$ cat config.mk
export PLATFORM = sky130hd
export DESIGN_NAME = base58_41bit_chunk_encoder_unit
export DESIGN_NICKNAME = d
export VERILOG_FILES = /design/src/rtl/b58enc_pkg.sv /design/src/rtl/b58enc_dp.sv /design/src/rtl/b58enc_ctrl.sv /design/src/rtl/base58_41bit_chunk_encoder_unit.sv
export SDC_FILE = /design/constraint.sdc
export NUM_CORES = 1
export LEC_CHECK = 0
export BUFFER_PORTS_ARGS = -buffer_cell sky130_fd_sc_hd__buf_4
export CAP_MARGIN = 40
export CORE_ASPECT_RATIO = 2
export CORE_MARGIN = 2
export CORE_UTILIZATION = 35
export CTS_CLUSTER_SIZE = 20
export DETAILED_ROUTE_END_ITERATION = 8
export PLACE_DENSITY = 0.47
export SLEW_MARGIN = 20
export SYNTH_ARGS = -nofsm -noshare
export SYNTH_HDL_FRONTEND = slang
export SYNTH_HIERARCHICAL = 1
export SYNTH_SLANG_ARGS = --single-unit
$ cat constraint.sdc
create_clock -name i_clk -period 14.3 [get_ports i_clk]
set_input_delay 0 -clock i_clk [delete_from_list [all_inputs] [get_ports i_clk]]
set_output_delay 0 -clock i_clk [all_outputs]
set_load 0.1 [all_outputs]
$ cat src/rtl/b58enc_pkg.sv
// Shared types, constants and the digit-to-character map of the base-58 block encoder.
`timescale 1ns / 1ps

package b58enc_pkg;

    localparam int STORE_W     = 48;   // bit store width
    localparam int FILL_W      = 6;    // bit count, 0..40
    localparam int BLOCK_BITS  = 41;
    localparam int DIGITS      = 7;    // base-58 digits per block
    localparam int DIGIT_W     = 6;
    localparam int DIG_IDX_W   = 3;
    localparam int RADIX       = 58;
    localparam int CHUNK_W     = 12;   // dividend bits taken per divide step
    localparam int CHUNKS      = 4;    // steps per divide by 58
    localparam int CHUNK_IDX_W = 2;
    localparam int QUO_W       = CHUNK_W * CHUNKS;
    localparam int PART_W      = DIGIT_W + CHUNK_W;   // partial dividend
    localparam int RECIP_SHIFT = 23;
    localparam int RECIP       = (1 << RECIP_SHIFT) / RADIX;
    localparam int CHAR_W      = 7;

    typedef struct packed {
        logic [7:0] data_byte;
        logic       is_final;
    } t_in_item;

    typedef struct packed {
        logic [CHAR_W-1:0] out_char;
        logic              run_end;
    } t_out_item;

    typedef enum logic [1:0] {
        ST_IDLE,
        ST_DIV,
        ST_EMIT
    } t_state;

    typedef struct packed {
        logic accept;     // take the input item
        logic load_pend;  // load the padded tail block
        logic div_step;   // one divide step
        logic dig_done;   // this step finishes a digit
        logic emit;       // load one character into the output register
        logic emit_last;  // that character ends the run
    } t_dp_cmd;

    typedef struct packed {
        logic blk_go;     // the offered item starts a block
        logic pend;       // a padded tail block waits
        logic out_free;   // output register can take a character
    } t_dp_sts;

    // Map a base-58 digit to its alphabet character.
    function automatic logic [CHAR_W-1:0] b58_char(input logic [DIGIT_W-1:0] d);
        logic [CHAR_W-1:0] dx;
        logic [CHAR_W-1:0] c;
        dx = CHAR_W'(d);
        if (d < DIGIT_W'(9)) begin
            c = CHAR_W'(49) + dx;
        end else if (d < DIGIT_W'(17)) begin
            c = CHAR_W'(65) + dx - CHAR_W'(9);
        end else if (d < DIGIT_W'(22)) begin
            c = CHAR_W'(74) + dx - CHAR_W'(17);
        end else if (d < DIGIT_W'(33)) begin
            c = CHAR_W'(80) + dx - CHAR_W'(22);
        end else if (d < DIGIT_W'(44)) begin
            c = CHAR_W'(97) + dx - CHAR_W'(33);
        end else begin
            c = CHAR_W'(109) + dx - CHAR_W'(44);
        end
        return c;
    endfunction

endpackage

$ cat src/rtl/b58enc_dp.sv
// Datapath: bit store, chunked divide by 58, digit shift register and output register.
`timescale 1ns / 1ps

module b58enc_dp (
    input  logic                 i_clk,
    input  logic                 i_rst_n,
    input  b58enc_pkg::t_in_item i_in_item,
    input  b58enc_pkg::t_dp_cmd  i_cmd,
    output b58enc_pkg::t_dp_sts  o_sts,
    input  logic                 i_out_ready,
    output logic                 o_out_valid,
    output b58enc_pkg::t_out_item o_out_item
);
    import b58enc_pkg::*;

    logic [STORE_W-1:0] r_store, n_store;
    logic [FILL_W-1:0]  r_fill, n_fill;
    logic               r_pend, n_pend;
    logic [QUO_W-1:0]   r_quo;
    logic [DIGIT_W-1:0] r_rem;
    logic [DIGIT_W-1:0] r_dig [DIGITS];
    logic               r_out_valid;
    t_out_item          r_out_item;

    logic [STORE_W-1:0] byte_ext;
    logic [STORE_W-1:0] merged;
    logic [FILL_W-1:0]  fill8;
    logic [FILL_W-1:0]  fill_rem;
    logic               blk;

    logic [PART_W-1:0]         part;
    logic [2*PART_W-1:0]       prod;
    logic [CHUNK_W-1:0]        q_est;
    logic [PART_W-1:0]         q58;
    logic [PART_W-1:0]         r_est;
    logic [CHUNK_W-1:0]        q_fix;
    logic [DIGIT_W-1:0]        r_fix;

    assign byte_ext = STORE_W'(i_in_item.data_byte);
    assign merged   = r_store | (byte_ext << r_fill);
    assign fill8    = r_fill + FILL_W'(8);
    assign blk      = fill8 >= FILL_W'(BLOCK_BITS);
    assign fill_rem = fill8 - FILL_W'(BLOCK_BITS);

    // Store update on accept and on tail load.
    always_comb begin
        n_store = r_store;
        n_fill  = r_fill;
        n_pend  = r_pend;
        if (i_cmd.accept) begin
            if (blk) begin
                n_store = merged >> BLOCK_BITS;
                n_fill  = fill_rem;
                n_pend  = i_in_item.is_final && (fill_rem != '0);
            end else if (i_in_item.is_final) begin
                n_store = '0;
                n_fill  = '0;
                n_pend  = 1'b0;
            end else begin
                n_store = merged;
                n_fill  = fill8;
            end
        end else if (i_cmd.load_pend) begin
            n_store = '0;
            n_fill  = '0;
            n_pend  = 1'b0;
        end
    end

    // One divide step: (rem:chunk) / 58 via reciprocal, one correction.
    always_comb begin
        part  = {r_rem, r_quo[QUO_W-1 -: CHUNK_W]};
        prod  = (2*PART_W)'(part) * (2*PART_W)'(RECIP);
        q_est = prod[RECIP_SHIFT +: CHUNK_W];
        q58   = (PART_W'(q_est) << 6) - (PART_W'(q_est) << 2) - (PART_W'(q_est) << 1);
        r_est = part - q58;
        if (r_est >= PART_W'(RADIX)) begin
            q_fix = q_est + CHUNK_W'(1);
            r_fix = DIGIT_W'(r_est - PART_W'(RADIX));
        end else begin
            q_fix = q_est;
            r_fix = DIGIT_W'(r_est);
        end
    end

    always_ff @(posedge i_clk) begin
        if (!i_rst_n) begin
            r_store     <= '0;
            r_fill      <= '0;
            r_pend      <= 1'b0;
            r_out_valid <= 1'b0;
        end else begin
            r_store <= n_store;
            r_fill  <= n_fill;
            r_pend  <= n_pend;
            if (i_cmd.emit) begin
                r_out_valid <= 1'b1;
            end else if (i_out_ready) begin
                r_out_valid <= 1'b0;
            end
        end
    end

    always_ff @(posedge i_clk) begin
        if (i_cmd.accept) begin
            r_quo <= QUO_W'(merged[BLOCK_BITS-1:0]);
            r_rem <= '0;
        end else if (i_cmd.load_pend) begin
            r_quo <= QUO_W'(r_store[BLOCK_BITS-1:0]);
            r_rem <= '0;
        end else if (i_cmd.div_step) begin
            r_quo <= {r_quo[QUO_W-CHUNK_W-1:0], q_fix};
            r_rem <= i_cmd.dig_done ? '0 : r_fix;
        end
    end

    // Digits arrive least significant first; shift up so the top digit lands at 0.
    always_ff @(posedge i_clk) begin
        if (i_cmd.div_step && i_cmd.dig_done) begin
            r_dig[0] <= r_fix;
            for (int i = 1; i < DIGITS; i++) begin
                r_dig[i] <= r_dig[i-1];
            end
        end else if (i_cmd.emit) begin
            for (int i = 0; i < DIGITS - 1; i++) begin
                r_dig[i] <= r_dig[i+1];
            end
            r_dig[DIGITS-1] <= '0;
        end
    end

    always_ff @(posedge i_clk) begin
        if (i_cmd.emit) begin
            r_out_item.out_char <= b58_char(r_dig[0]);
            r_out_item.run_end  <= i_cmd.emit_last;
        end
    end

    assign o_sts.blk_go   = blk || i_in_item.is_final;
    assign o_sts.pend     = r_pend;
    assign o_sts.out_free = !r_out_valid || i_out_ready;
    assign o_out_valid    = r_out_valid;
    assign o_out_item     = r_out_item;

    a_fill_range: assert property (@(posedge i_clk) disable iff (!i_rst_n)
        r_fill <= FILL_W'(BLOCK_BITS - 1))
        else $error("bit fill out of range");

    a_store_clean: assert property (@(posedge i_clk) disable iff (!i_rst_n)
        (r_store >> r_fill) == '0)
        else $error("bit store has bits above fill");

    a_pend_nonempty: assert property (@(posedge i_clk) disable iff (!i_rst_n)
        r_pend |-> (r_fill != '0))
        else $error("tail block pending with empty store");

endmodule

$ cat src/rtl/b58enc_ctrl.sv
// Controller: sequences accept, divide steps and character emission.
`timescale 1ns / 1ps

module b58enc_ctrl (
    input  logic                i_clk,
    input  logic                i_rst_n,
    input  logic                i_in_valid,
    output logic                o_in_ready,
    input  b58enc_pkg::t_dp_sts i_sts,
    output b58enc_pkg::t_dp_cmd o_cmd
);
    import b58enc_pkg::*;

    t_state                 r_state, n_state;
    logic [CHUNK_IDX_W-1:0] r_chunk;
    logic [DIG_IDX_W-1:0]   r_digit;
    logic [DIG_IDX_W-1:0]   r_char;

    logic last_chunk;
    logic last_digit;
    logic last_char;

    assign last_chunk = r_chunk == CHUNK_IDX_W'(CHUNKS - 1);
    assign last_digit = r_digit == DIG_IDX_W'(DIGITS - 1);
    assign last_char  = r_char == DIG_IDX_W'(DIGITS - 1);

    always_comb begin
        n_state = r_state;
        unique case (r_state)
            ST_IDLE: begin
                if (i_in_valid && i_sts.blk_go) begin
                    n_state = ST_DIV;
                end
            end
            ST_DIV: begin
                if (last_chunk && last_digit) begin
                    n_state = ST_EMIT;
                end
            end
            ST_EMIT: begin
                if (i_sts.out_free && last_char) begin
                    n_state = i_sts.pend ? ST_DIV : ST_IDLE;
                end
            end
            default: n_state = ST_IDLE;
        endcase
    end

    always_comb begin
        o_in_ready = 1'b0;
        o_cmd      = '0;
        unique case (r_state)
            ST_IDLE: begin
                o_in_ready   = 1'b1;
                o_cmd.accept = i_in_valid;
            end
            ST_DIV: begin
                o_cmd.div_step = 1'b1;
                o_cmd.dig_done = last_chunk;
            end
            ST_EMIT: begin
                o_cmd.emit      = i_sts.out_free;
                o_cmd.emit_last = i_sts.out_free && last_char && !i_sts.pend;
                o_cmd.load_pend = i_sts.out_free && last_char && i_sts.pend;
            end
            default: ;
        endcase
    end

    always_ff @(posedge i_clk) begin
        if (!i_rst_n) begin
            r_state <= ST_IDLE;
            r_chunk <= '0;
            r_digit <= '0;
            r_char  <= '0;
        end else begin
            r_state <= n_state;
            if (o_cmd.div_step) begin
                r_chunk <= last_chunk ? '0 : r_chunk + CHUNK_IDX_W'(1);
                if (last_chunk) begin
                    r_digit <= last_digit ? '0 : r_digit + DIG_IDX_W'(1);
                end
            end
            if (o_cmd.emit) begin
                r_char <= last_char ? '0 : r_char + DIG_IDX_W'(1);
            end
        end
    end

    a_counters_idle: assert property (@(posedge i_clk) disable iff (!i_rst_n)
        (r_state == ST_IDLE) |-> (r_chunk == '0 && r_digit == '0 && r_char == '0))
        else $error("counters not cleared while idle");

    a_tail_needs_pend: assert property (@(posedge i_clk) disable iff (!i_rst_n)
        (r_state == ST_EMIT && n_state == ST_DIV) |-> i_sts.pend)
        else $error("second block started without a pending tail");

    a_run_end_idle: assert property (@(posedge i_clk) disable iff (!i_rst_n)
        o_cmd.emit_last |=> (r_state == ST_IDLE))
        else $error("run ended but controller not idle");

endmodule

$ cat src/rtl/base58_41bit_chunk_encoder_unit.sv
// Top level of the base-58 encoder over 41-bit blocks of a byte stream.
//
//  channel | signals                          | direction | item
//  --------+----------------------------------+-----------+-----------------------
//  in      | i_in_valid, o_in_ready, i_in_item | sink      | data_byte, is_final
//  out     | o_out_valid, i_out_ready, o_out_item | source | out_char, run_end
//
// One item at a time. A non-final item that completes no block is only merged into the store.
// Each 41-bit block is divided (4 twelve-bit steps of the shared divide-by-58
// unit per digit, 7 digits) and then its 7 characters are emitted.
// A final item that completes a block and leaves bits is followed by a zero-padded tail block.
// Reset is synchronous; output stalls hold emission.
`timescale 1ns / 1ps

module base58_41bit_chunk_encoder_unit (
    input  logic                   i_clk,
    input  logic                   i_rst_n,
    input  logic                   i_in_valid,
    output logic                   o_in_ready,
    input  b58enc_pkg::t_in_item   i_in_item,
    output logic                   o_out_valid,
    input  logic                   i_out_ready,
    output b58enc_pkg::t_out_item  o_out_item
);
    import b58enc_pkg::*;

    t_dp_cmd cmd;
    t_dp_sts sts;

    b58enc_ctrl u_ctrl (
        .i_clk      (i_clk),
        .i_rst_n    (i_rst_n),
        .i_in_valid (i_in_valid),
        .o_in_ready (o_in_ready),
        .i_sts      (sts),
        .o_cmd      (cmd)
    );

    b58enc_dp u_dp (
        .i_clk       (i_clk),
        .i_rst_n     (i_rst_n),
        .i_in_item   (i_in_item),
        .i_cmd       (cmd),
        .o_sts       (sts),
        .i_out_ready (i_out_ready),
        .o_out_valid (o_out_valid),
        .o_out_item  (o_out_item)
    );

endmodule

# Word-level counts from Yosys, hierarchy flattened
# Memories as Yosys holds them, arrays and structs flattened.
# Index checks and enable logic that the tools add are counted.
# classes
n_mul,1
n_mux,50
shifts,1
n_reduce_logical,20
bitwise_logic,8
add_sub_neg,21
magnitude_cmp,7
eq_ne,9
# ops
operator,n
2-to-1 mux 48 bit,4
2-to-1 mux 41 bit,3
2-to-1 mux 6 bit,13
bitwise OR 48 bit,1
<< shifter 8 x 6 -> 48 bit,1
adder 7 x 6 -> 7 bit (first input constant),5
multiplier 18 x 18 -> 35 bit (second input constant),1
2-to-1 mux 7 bit,5
greater-or-equal comparator 18 x 6 -> 1 bit (second input constant),1
subtractor 18 x 13 -> 18 bit,1
subtractor 18 x 14 -> 18 bit,1
subtractor 18 bit,1
2-to-1 mux 1 bit,15
subtractor 7 x 5 -> 7 bit (second input constant),2
subtractor 7 x 6 -> 7 bit (second input constant),2
adder 12 x 1 -> 12 bit (second input constant),1
< comparator 6 x 5 -> 1 bit (second input constant),2
< comparator 6 bit (second input constant),2
2-to-1 mux 12 bit,1
2-to-1 mux 2 bit,6
subtractor 6 bit (second input constant),2
adder 6 x 6 -> 7 bit (first input constant),1
logical AND 1 bit,7
bitwise OR 1 bit,7
22 further kinds,32
# word_totals
input_bits,13
out_inout_bits,10
register_bits,128
elab_cells,131
memories,1
ramBits,42
# mem_list
name,depth,width,rd,rd_ports_with_merged_regs,wr,line_no,text
u_dp.r_dig,7,6,7,0,7,b58enc_dp.sv:21,logic [DIGIT_W-1:0] r_dig [DIGITS];

# Longest topological paths before layout
# Gate-level depths: netlist (run 1).
# logic_depth
depth_word,9
depth_mapped,37
mapped_depth_nobuf,36

# Modules after synthesis
# The synthesis (run 1) kept the hierarchy.
# by_module_without_submodules
module,n_inst,seq_area_each_um2,cells_per_inst,area_each_um2
b58enc_dp,1,4113.9,1798,16251.8
b58enc_ctrl,1,200.2,57,529.3

# Worst setup path before layout (run 1)
# OpenSTA, ideal clock, no wires.
# synth_path
path_kind,register to register
start,register u_dp.r_rem[4]
end,register u_dp.r_quo[4] (data pin)
path_buffers,1
path_stages_with_launch,35
period_less_slack_ps,8898
setup_slack_ps,5402
t_arrival_ps,8633
setup_ps,265
t_required_ps,14035
path_cell_list,dfxtp_1 > inv_1 > ha_1 > fa_1 > inv_1 > fa_1 > fa_1 > fa_1 > inv_1 > fa_1 > inv_1 > ha_1 > and3_4 > a221oi_2 > a211oi_2 > or2_2 > o311ai_1 > mux2i_1 > inv_1 > ha_1 > inv_1 > fa_1 > inv_1 > ha_1 > a21o_1 > a21oi_1 > mux2i_1 > nor4_1 > o2111ai_1 > or4_1 > nor3_2 > buf_6 > nor2_2 > and3_1 > or3_1
# synth_via
elab_chain_len,9
word_cells_on_any_way,10
classes_between,4 x add/sub; 1 x mul; 1 x order compare; 4 x mux
# synth_lines
element,line_no,text
from (decl),b58enc_dp.sv:20,logic [DIGIT_W-1:0] r_rem;
from (signal assigned),b58enc_dp.sv:113,r_rem <= i_cmd.dig_done ? '0 : r_fix;
multiplier 18 x 18 -> 35 bit,b58enc_dp.sv:73,prod = (2*PART_W)'(part) * (2*PART_W)'(RECIP);
subtractor 18 x 14 -> 18 bit,b58enc_dp.sv:75,q58 = (PART_W'(q_est) << 6) - (PART_W'(q_est) << 2) - (PART_W'(q_est) << 1);
subtractor 18 x 13 -> 18 bit,b58enc_dp.sv:75,
subtractor 18 bit,b58enc_dp.sv:76,r_est = part - q58;
greater-or-equal comparator 18 x 6 -> 1 bit,b58enc_dp.sv:77,if (r_est >= PART_W'(RADIX)) begin
2-to-1 mux 12 bit *,b58enc_dp.sv:77,
2-to-1 mux 41 bit *,b58enc_dp.sv:111,end else if (i_cmd.div_step) begin
2-to-1 mux 41 bit *,b58enc_dp.sv:108,end else if (i_cmd.load_pend) begin
2-to-1 mux 41 bit *,b58enc_dp.sv:105,if (i_cmd.accept) begin
to (signal assigned),b58enc_dp.sv:106,r_quo <= QUO_W'(merged[BLOCK_BITS-1:0]);
to (signal assigned),b58enc_dp.sv:109,r_quo <= QUO_W'(r_store[BLOCK_BITS-1:0]);
to (signal assigned),b58enc_dp.sv:112,"r_quo <= {r_quo[QUO_W-CHUNK_W-1:0], q_fix};"
to (decl),b58enc_dp.sv:19,logic [QUO_W-1:0] r_quo;
# Every way passes the cells marked *; elsewhere a longest branch is shown, timed or not. The select of a mux whose other input is x is not followed.
# A chain may end at the register's enable or synchronous reset.

# Final worst setup path (run 1)
# layout_path
start,register u_dp.r_rem[4]
end,register u_dp.r_rem[5]
# layout_via
elab_chain_len,7
word_cells_on_any_way,8
classes_between,4 x add/sub; 1 x mul; 1 x order compare; 2 x mux
# layout_lines
element,line_no
multiplier 18 x 18 -> 35 bit,b58enc_dp.sv:73
subtractor 18 x 14 -> 18 bit,b58enc_dp.sv:75
subtractor 18 x 13 -> 18 bit,b58enc_dp.sv:75
subtractor 18 bit *,b58enc_dp.sv:76
greater-or-equal comparator 18 x 6 -> 1 bit / subtractor 6 bit (equally long branches),"b58enc_dp.sv:77, b58enc_dp.sv:79"
2-to-1 mux 6 bit *,b58enc_dp.sv:77
2-to-1 mux 6 bit *,b58enc_dp.sv:113
# Every way passes the cells marked *; elsewhere a longest branch is shown, timed or not.

==> results of run 1 <==
-- cells in the final DEF, fill, tap and decap left out, types with 11 or more instances in the layout --
cell type,n
xor2_1,20
nor2_1,114
and3_1,16
and2_1,16
nor2b_1,41
inv_1,302
mux2i_1,29
ha_1,188
nand3_1,22
o22a_1,15
a21oi_1,125
xnor2_1,42
nor3_1,22
fa_1,133
a31oi_1,16
buf_4,45
clkbuf_16,18
o22ai_1,21
o21a_1,11
a211oi_1,23
dfxtp_1,79
o21ai_0,59
edfxtp_1,91
a21o_1,20
nand2_1,173
a22oi_1,16
-- through the flow --
step	instance area, µm²	hold slack (ps)	util, %	setup WS [ps]	cells
final	18300	43.8	38.5	3730	2495
after global routing	18300	47.3	38.5	3290	2495
after CTS	18300	6.11	38.5	3550	2495
after detailed placement	17700	340	37.3	3590	2460
after global placement	17600	345	37.1	3610	2450
after floorplan	16800	169	-	5400	1855
-- kinds of logic after synthesis --
kind of cell / Yosys count / synth area share (%)
AO/OA/AOI/OAI: 403 / 15.9
AND/OR/NAND/NOR: 480 / 14.0
adder cells (fa/ha/maj): 324 / 30.1
XOR/XNOR: 65 / 3.56
multiplexers: 35 / 2.13
flip-flops: 170 / 25.7
buffers and inverters: 378 / 8.66
-- worst reg2reg max path: cells and delay by family, from the launching register on --
family	cells	cell delay [ps]
AND/OR/NAND/NOR	6	1730
flip-flops	1	610
multiplexers	2	700
buffers and inverters	8	1040
adder cells (fa/ha/maj)	10	4520
AO/OA/AOI/OAI	7	1810
-- final timing paths --
path | endpoint | depth (start not counted)
worst min register to register | u_dp/r_store[45]$_SDFFE_PN0P_ | 2
worst min-delay path | u_ctrl/r_state[0]$_SDFFE_PN0P_ | 2
worst max register to register | u_dp/r_rem[5]$_SDFFE_PP0P_ | 33
worst max-delay path | u_dp/r_rem[5]$_SDFFE_PP0P_ | 33
-- cell type report --
cell class                      instances  area (µm²)  share of cell area [%]
Multi-Input combinational cell       1307       11000                    60.4
Sequential cell                       170        4310                    23.6
Inverter                              303        1140                    6.23
Tap cell                              632         791                    4.33
Clock buffer                           19         455                    2.49
Timing Repair Buffer                   51         419                    2.30
Clock inverter                         13         105                   0.576
-- state kept, by name, summed over array words and instances (netlist names), 3 cells and up --
name,count
u_dp/r_quo,48
u_dp/r_store,48
u_dp/r_dig,42
u_dp/o_out_item,8
u_dp/r_fill,6
u_dp/r_rem,6
u_ctrl/r_char,3
u_ctrl/r_digit,3
-- metal layers --
metal	share of wire [%]	GRT usage [%]	wire length (µm)
met5	0	0	0
met4	9.3	18.3	4970
met3	1.7	1.78	932
met2	56	43.8	30000
met1	33	19.3	17600
==> metrics.md, run 1 <==
| Metric | Value |
|---|---|
| Hold buffers post-CTS | `3` |
| Most used cell, CP | `inv_1` |
| Final Max Slew Viols | `0` |
| Required time of the critical path | `14570 ps` |
| Crit-path slowest cell | `dfxtp_1` |
| I/O Buffers | `22` |
| Yosys top cell by area | `edfxtp_1` |
| Die H | `314 µm` |
| Most numerous cell in the Yosys netlist | `inv_1` |
| Die W | `159 µm` |
| Total GRT Usage | `21.8%` |
| Syn-to-layout area delta | `8.78%` |
| Largest stage delay, worst path | `610 ps` |
| Yosys top cell area share | `16.3%` |
| Worst Skew | `8.64 ps` |
| CTS Sinks | `170` |
| # IOs | `23` |
| Total core area | `47400 µm²` |
| Rows | `113` |
| FF-to-FF Start | `u_dp/r_rem[4]$_SDFFE_PP0P_` |
| CP Capture Type | `flop` |
| Antenna cells | `0` |
| Synth top cells by count | `inv_1 (302), ha_1 (188), nand2_1 (176)` |
| Fin crit share | `73.9%` |
| Top_reg_cell synth | `edfxtp_1` |
| Initial core utilization | `35.4%` |
| Clock tree buffer depth | `2` |
| CP top delay family | `adder cells` |
| Vias | `13.3k` |
| Post-Route WL | `53500 µm` |
| H-tree depth | `4` |
| Setup Buffers After CTS | `0` |
| Slew HR | `41.5%` |
| Routed WL per cell | `21.5 µm` |
| Maxcap violations | `0` |
| Fin Setup TNS | `0 ps` |
| Initial antenna violation count | `0` |
| # DRC | `0` |
| CTS tree | `done` |
| Vias per cell | `5.31` |
| R2r setup slk | `3730 ps` |
| CP startpoint kind | `flop` |
| Worst skew pair latency | `440 ps` |
| Synth cell types | `93` |
| Period minus WS final | `10570 ps` |
| CTS root buffer | `clkbuf_16` |
| Worst Tran Pin Value | `876 ps` |
| Ys Warns | `6` |
| Number of CTS-inserted buffers | `17` |
| Crit Path Class | `reg2reg` |
| Ys async rst share | `0%` |
| Number of flops mapped to enable cells by yosys | `91` |
| CP startpoint | `u_dp/r_rem[4]$_SDFFE_PP0P_` |
| Cells after Synth | `1855` |
| Post_cts resized | `0` |
| Worst Path Max Fanout | `11` |
| Final Hold Viols | `0` |
| Vias in the first global route | `14.2k` |
| Final ANT Viol Nets | `0` |
| # setup viols final | `0` |
| Final #Nets | `2184` |
| Clk slew on worst S/H paths | `70 ps` |
| Main area contributors after synthesis | `edfxtp_1 (16%), fa_1 (16%), ha_1 (14%), dfxtp_1 (9.4%), inv_1 (6.8%)` |
| Achievable Freq | `94.6 MHz` |
| CP Data Arrival Time | `10840 ps` |
| Die area | `49800 µm²` |
| Syn avg cell area | `9.05 µm²` |
| Sequential-to-total area share from yosys stat | `25.7%` |
| Min-delay src | `i_rst_n` |
| Post-Synthesis Cell Area | `16800 µm²` |
| Layout cells sized above 1 | `6.71%` |
| DRT iter0 DRCs | `463` |
| Placer Congestion | `0.914` |
| Buffer and inverter count on the worst path | `8` |
| GRT overflow | `0` |
| Hold Path Class | `in2reg` |
| Status | `complete, no violations` |
| Syn nets | `2189` |
| DP HPWL | `44000 µm` |
| Filler cells | `4906` |
| First-pass GRT wire length | `82100 µm` |
| RSZ-0062 raised after global routing | `false` |
| First-pass DRT Iterations | `5` |
| Largest net degree at the start of global routing | `58` |
| Flops & latches, synth | `170` |
Power of run 1 is not shown: default switching activity piles up to over one toggle a cycle in this logic, so the estimate is an artifact.
==> run 2, diff against run 1 <==
ABC_AREA = 1   (was unset)
clock period = 11.1 ns   (was 14.3 ns; I/O delays follow)
==> metrics.md, run 2 <==
| Metric | Value |
|---|---|
| Status | `complete, no violations` |
| Syn-to-layout area delta | `8.65%` |
| Final ANT Viol Nets | `0 (unchanged)` |
| DRT iter0 DRCs | `613 (+32%)` |
| Yosys top cell area share | `15.6% (-0.73 points)` |
| Commonest non-fill, non-tap cell in the layout | `inv_1` |
| Largest stage delay, worst path | `590 ps (-20 ps)` |
| Largest net degree at the start of global routing | `57 (-1.7%)` |
| Worst Path Max Fanout | `13 (+2)` |
| First-pass GRT wire length | `88700 µm (+8.0%)` |
| Total GRT Usage | `22.7% (+0.89 points)` |
| Top_reg_cell synth | `edfxtp_1` |
| # DRC | `0 (unchanged)` |
| Period minus WS final | `9470 ps (-1100 ps)` |
| Die H | `321 µm (+2.3%)` |
| Fin Setup TNS | `0 ps (unchanged)` |
| Achievable Freq | `106 MHz (+12%)` |
| Syn avg cell area | `7.69 µm² (-15%)` |
| Final #Nets | `2619 (+20%)` |
| Routed WL per cell | `19.7 µm (-8.1%)` |
| Met3 GRT Util | `1.93% (+0.15 points)` |
| CP startpoint kind | `flop` |
| CTS tree | `done` |
| Vias | `14.8k (+11%)` |
| Worst skew pair latency | `450 ps (about the same)` |
| Antenna cells | `0 (unchanged)` |
| Setup Buffers After CTS | `0 (unchanged)` |
| Path depth of the worst reg2reg path | `41 (+24%)` |
| Most used cell, CP | `nand2_1` |
| Die W | `162 µm (+2.3%)` |
| Worst Skew | `13.5 ps (+4.81 ps)` |
| Initial core utilization | `35.3% (-0.14 points)` |
| Post_cts resized | `0 (unchanged)` |
| Hold Path Depth | `3 (+1)` |
| H-tree depth | `4 (unchanged)` |
| Most frequent cells in the layout | `inv_1 (488), nand2_1 (478), ha_1 (188)` |
| CTS root buffer | `clkbuf_16` |
| # IOs | `23 (unchanged)` |
| Hold buffers post-CTS | `4 (+1)` |
| Crit-path slowest cell | `dfxtp_1` |
| Ys Warns | `6 (unchanged)` |
| Clock tree buffer depth | `2 (unchanged)` |
| Placer Congestion | `1.15 (+26%)` |
| Rows | `116 (+2.7%)` |
| Vias per cell | `5.01 (-5.7%)` |
| Final Hold Viols | `0 (unchanged)` |
| Yosys top cell by area | `edfxtp_1` |
| Total core area | `49800 µm² (+5.1%)` |
| First-pass DRT Iterations | `7 (+2)` |
| Clk slew on worst S/H paths | `70 ps (about the same)` |
| Syn nets | `2619 (+20%)` |
| Synth cell types | `60 (-35%)` |
| Initial antenna violation count | `0 (unchanged)` |
| Main area contributors after synthesis | `edfxtp_1 (16%), fa_1 (15%), ha_1 (13%), inv_1 (10%), nand2_1 (10%)` |
| DP HPWL | `48700 µm (+11%)` |
| CTS Sinks | `170 (unchanged)` |
| GRT met2 Usage | `45.1% (+1.3 points)` |
| Number of CTS-inserted buffers | `17 (unchanged)` |
| Layout cells sized above 1 | `6.57% (-0.14 points)` |
| Worst Tran Pin Value | `779 ps (-96.8 ps)` |
| Number of flops mapped to enable cells by yosys | `91 (unchanged)` |
| Vias in the first global route | `15.5k (+8.8%)` |
| Cells after Synth | `2285 (+23%)` |
| I/O Buffers | `22 (unchanged)` |
| Slew HR | `47.5% (+6.0 points)` |
| # setup viols final | `0 (unchanged)` |
| CP Capture Type | `flop` |
| Die area | `52100 µm² (+4.6%)` |
| GRT overflow | `0 (unchanged)` |
| Maxcap violations | `0 (unchanged)` |
| Post-Route WL | `58100 µm (+8.5%)` |
| Final Max Slew Viols | `0 (unchanged)` |
| CP Data Arrival Time | `9790 ps (-1050 ps)` |
| M1 GR Usage | `21.0% (+1.7 points)` |
| Required time of the critical path | `11420 ps (-3150 ps)` |
| RSZ-0062 raised after global routing | `false` |
| Global route hottest layer | `met2` |
| Post-Synthesis Cell Area | `17600 µm² (+4.7%)` |
| Flops & latches, synth | `170 (unchanged)` |
| Fin crit share | `85.3% (+11 points)` |
| Hold Path Class | `in2reg` |
| Synth top cells by count | `inv_1 (489), nand2_1 (479), ha_1 (188)` |
| Ys async rst share | `0% (unchanged)` |
| Sequential-to-total area share from yosys stat | `24.6% (-1.1 points)` |
| Most numerous cell in the Yosys netlist | `inv_1` |
| Crit Path Class | `reg2reg` |
| Top flop regs | `u_dp/r_quo x48, u_dp/r_store x48, u_dp/r_dig x42` |
## run 2: changes by cell type in the layout (fill, tap and decap cells not counted), moves of 22 or more
cell      before  now
inv_1        302  488
a21oi_1      125   94
o21bai_1       4   26
xnor2_1       42   13
nor2_1       114  172
nand3_1       22   81
nor2b_1       41    0
nand2_1      173  478
mux2i_1       29    2
o21ai_0       59  115
## run 2: worst max-delay path, delay by kind of cell, from the launching register on
family                   cells  cell delay (ps)
buffers and inverters        9              930
XOR/XNOR                     1              350
AND/OR/NAND/NOR             21             3200
flip-flops                   1              590
adder cells (fa/ha/maj)     10             4260
## run 2: area by class of cell
cell class	count	area [µm²]
clock buffers	17	425
flip-flops and latches	170	4310
fillers	5230	30700
multi-input cells	1553	11100
repair buffers	41	358
well taps	649	812
inverters	502	1890
clock inverters	15	169
## run 2: logic make-up (layout without fill, tap and decap cells)
logic type	count (synthesis)	after routing	synth area share, %
and+or+nand+nor	849	849	20.7
buffers and inverters	562	575	12.2
AOI/OAI and AO/OA	333	333	11.3
adders and majority gates	321	321	28.5
DFF	170	170	24.6
xor gates and xnor gates	48	48	2.50
muxes	2	2	0.114
## run 2: metrics by stage
step                util, %  hold WS (ps)  cell area (µm²)  std cells  worst slack (ps)
CTS                    38.3           146            19100       2947              1580
floorplan                 -          97.6            17600       2285              3430
finish                 38.3           178            19100       2947              1630
global route           38.3           195            19100       2947              1160
global placement       36.9           319            18400       2909              1540
detailed placement     37.1           318            18500       2911              1600
## run 2: worst paths after layout
path | startpoint | slack [ps] | end
hold / removal | i_in_valid | 180 | u_dp/r_quo[14]$_DFFE_PP_
setup / recovery | u_dp/r_rem[4]$_SDFFE_PP0P_ | 1630 | u_dp/r_dig[0][5]$_DFFE_PP_
hold reg to reg | u_ctrl/r_digit[2]$_SDFFE_PN0P_ | 450 | u_ctrl/r_digit[2]$_SDFFE_PN0P_
setup reg to reg | u_dp/r_rem[4]$_SDFFE_PP0P_ | 1630 | u_dp/r_dig[0][5]$_DFFE_PP_
## run 2: per-layer routing
| layer | up-vias | part of all wire [%] |
|---|---|---|
| met4 | 0 | 8.4 |
| met2 | 326 | 57 |
| met5 | - | 0 |
| li1 | 7204 | - |
| met3 | 150 | 2.1 |
| met1 | 7080 | 33 |
Power of run 2 is left out for the same reason.
==> run 3, diff against run 2 <==
SYNTH_HIERARCHICAL = unset   (was 1)
==> metrics.md, run 3 <==
| Metric | Value |
|---|---|
| CTS root buffer | `clkbuf_16` |
| Final Hold Viols | `0 (unchanged)` |
| GRT overflow | `0 (unchanged)` |
| Syn nets | `2512 (-4.1%)` |
| Final ANT Viol Nets | `0 (unchanged)` |
| Setup Buffers After CTS | `0 (unchanged)` |
| Pre-CTS WS | `1150 ps (-450 ps)` |
| FF-to-FF Start | `u_dp.r_rem[4]$_SDFFE_PP0P_` |
| Layout cells sized above 1 | `5.38% (-1.2 points)` |
| H-tree depth | `4 (unchanged)` |
| Achievable Freq | `100 MHz (-5.2%)` |
| Initial antenna violation count | `0 (unchanged)` |
| R2r setup slk | `1110 ps (-520 ps)` |
| CTS tree | `done` |
| Placer Congestion | `1.04 (-9.6%)` |
| Top_reg_cell synth | `edfxtp_1` |
| Main area contributors after synthesis | `fa_1 (17%), edfxtp_1 (16%), ha_1 (13%), inv_1 (11%), nand2_1 (9.6%)` |
| Required time of the critical path | `11260 ps (-160 ps)` |
| Synth top cells by count | `inv_1 (483), nand2_1 (436), ha_1 (181)` |
| Worst Setup Slack, final | `1110 ps (-518 ps)` |
| Vias per cell | `4.99 (-0.29%)` |
| Path depth of the worst reg2reg path | `38 (-7.3%)` |
| Worst R2R End | `u_dp.r_quo[9]$_DFFE_PP_` |
| Placed inst area | `18000 µm² (-2.3%)` |
| Sequential-to-total area share from yosys stat | `25.2% (+0.67 points)` |
| Fin Setup TNS | `0 ps (unchanged)` |
| Syn avg cell area | `7.88 µm² (+2.5%)` |
| Ys Warns | `0 (-6)` |
| Hold buffers post-CTS | `3 (-1)` |
| Post-Synthesis Cell Area | `17100 µm² (-2.7%)` |
| Min-delay src | `i_in_valid` |
| # DRC | `0 (unchanged)` |
| DP HPWL | `47700 µm (-2.1%)` |
| Slew HR | `45.8% (-1.7 points)` |
| Worst Tran Pin Value | `812 ps (+33.0 ps)` |
| CTS Sinks | `170 (unchanged)` |
| Routed WL per cell | `20.0 µm (+1.5%)` |
| Die area | `50700 µm² (-2.6%)` |
| Number of CTS-inserted buffers | `17 (unchanged)` |
| Syn-to-layout area delta | `9.07%` |
| First-pass DRT Iterations | `6 (-1)` |
| Maxcap violations | `0 (unchanged)` |
| CP endpoint | `u_dp.r_quo[9]$_DFFE_PP_` |
| # IOs | `23 (unchanged)` |
| Total core area | `48400 µm² (-2.9%)` |
| Antenna cells | `0 (unchanged)` |
| Initial core utilization | `35.4% (+0.075 points)` |
| Largest stage delay, worst path | `610 ps (+20 ps)` |
| Vias | `14.1k (-4.2%)` |
| Most used cell, CP | `fa_1` |
| Filler cells | `5059 (-3.3%)` |
| Yosys top cell area share | `17.3% (+1.8 points)` |
| Final Util | `38.6% (+0.23 points)` |
| Final #Nets | `2521 (-3.7%)` |
| Crit-path slowest cell | `xor2_1` |
| CP Data Arrival Time | `10150 ps (+360 ps)` |
| Die H | `317 µm (-1.3%)` |
| Final Max Slew Viols | `0 (unchanged)` |
| Vias in the first global route | `14.9k (-3.9%)` |
| CP Capture Type | `flop` |
| Yosys top cell by area | `fa_1` |
| Worst skew pair latency | `450 ps (about the same)` |
| Post-Route WL | `56600 µm (-2.5%)` |
| Largest net degree at the start of global routing | `61 (+7.0%)` |
| Commonest non-fill, non-tap cell in the layout | `inv_1` |
| Synth cell types | `54 (-10%)` |
| Design area | `18600 µm² (-2.3%)` |
| Flops & latches, synth | `170 (unchanged)` |
| First-pass GRT wire length | `85700 µm (-3.4%)` |
| Worst Path Max Fanout | `12 (-1)` |
| Cells after Synth | `2170 (-5.0%)` |
| I/O Buffers | `22 (unchanged)` |
| CP startpoint | `u_dp.r_rem[4]$_SDFFE_PP0P_` |
| Post_cts resized | `0 (unchanged)` |
| Clk slew on worst S/H paths | `80 ps (about the same)` |
| Worst Skew | `22.0 ps (+8.52 ps)` |
| DRT iter0 DRCs | `593 (-3.3%)` |
| Top flop regs | `u_dp.r_quo x48, u_dp.r_store x48, u_dp.r_dig x42` |
| Total GRT Usage | `22.7% (about the same)` |
| Most frequent cells in the layout | `inv_1 (482), nand2_1 (435), ha_1 (181)` |
| Number of flops mapped to enable cells by yosys | `91 (unchanged)` |
| Fin crit share | `90.0% (+4.7 points)` |
| Most numerous cell in the Yosys netlist | `inv_1` |
| RSZ-0062 raised after global routing | `false` |
| Die W | `160 µm (-1.3%)` |
| Crit Path Class | `reg2reg` |
| Hold Path Class | `in2reg` |
| Ys async rst share | `0% (unchanged)` |
| # setup viols final | `0 (unchanged)` |
| Clock tree buffer depth | `2 (unchanged)` |
| Rows | `114 (-1.7%)` |
| Status | `complete, no violations` |
| Period minus WS final | `9990 ps (+518 ps)` |
| CP startpoint kind | `flop` |
-- run 3: cell types whose count changed in the layout (fill, tap and decap cells not counted), sizes merged, moves of 10 or more --
cell,before,now
inv,507,491
o21ai,129,154
nor3b,1,22
fa,133,148
xor2,35,25
o21bai,27,11
nor2,189,174
a211oi,20,10
nand3,87,60
nor3,43,22
nand2,500,446
-- run 3: cells by family after synthesis --
family,count (synthesis),synth area share (%)
AO/OA/AOI/OAI,338,11.4
XOR/XNOR,35,1.92
adder cells (fa/ha/maj),329,30.6
buffers and inverters,541,11.9
flip-flops,170,25.2
multiplexers,6,0.351
AND/OR/NAND/NOR,751,18.6
-- run 3: area by class of cell --
cell class                 instances  area, µm²  area share (%)
clock buffer                      17        425            2.28
clock inverter                    15        175           0.939
tap                              638        798            4.28
multi-input combinational       1459      10700            57.6
sequential                       170       4310            23.1
timing repair buffer              43        358            1.92
inverter                         488       1830            9.82
-- run 3: metrics by stage --
stage,std cells,hold WS [ps]
after CTS,2830,13.9
after global placement,2793,301
after global routing,2830,87.0
after detailed placement,2795,301
after floorplan,2170,179
final,2830,29.9
-- run 3: routing by layer --
layer | track usage (%) | part of all wire [%] | vias to the layer above | wire [µm]
met5 | 0 | 0 | - | 0
met4 | 15.0 | 7.7 | 0 | 4340
li1 | - | - | 6882 | -
met2 | 47.5 | 59 | 261 | 33200
met3 | 1.94 | 1.7 | 138 | 939
met1 | 20.1 | 32 | 6852 | 18200
-- run 3: worst min-delay path by stage --
stage | to | slack, ps | depth (start not counted)
floorplan | u_dp.r_pend$_SDFFE_PN0P_ | 180 | 2
global placement | u_dp.r_fill[4]$_SDFFE_PN0P_ | 300 | 3
detailed placement | u_dp.r_fill[5]$_SDFFE_PN0P_ | 300 | 3
CTS | u_ctrl.r_state[1]$_SDFFE_PN0P_ | 10 | 4
global route | u_ctrl.r_state[1]$_SDFFE_PN0P_ | 90 | 4
finish | u_ctrl.r_state[1]$_SDFFE_PN0P_ | 30 | 4
-- run 3: critical path, delay by kind of cell (launching register included) --
kind	cells	cell delay, ps
adder cells (fa/ha/maj)	11	5010
AND/OR/NAND/NOR	19	2530
XOR/XNOR	1	610
flip-flops	1	550
AO/OA/AOI/OAI	2	530
buffers and inverters	5	460
Power of run 3 is left out for the same reason.
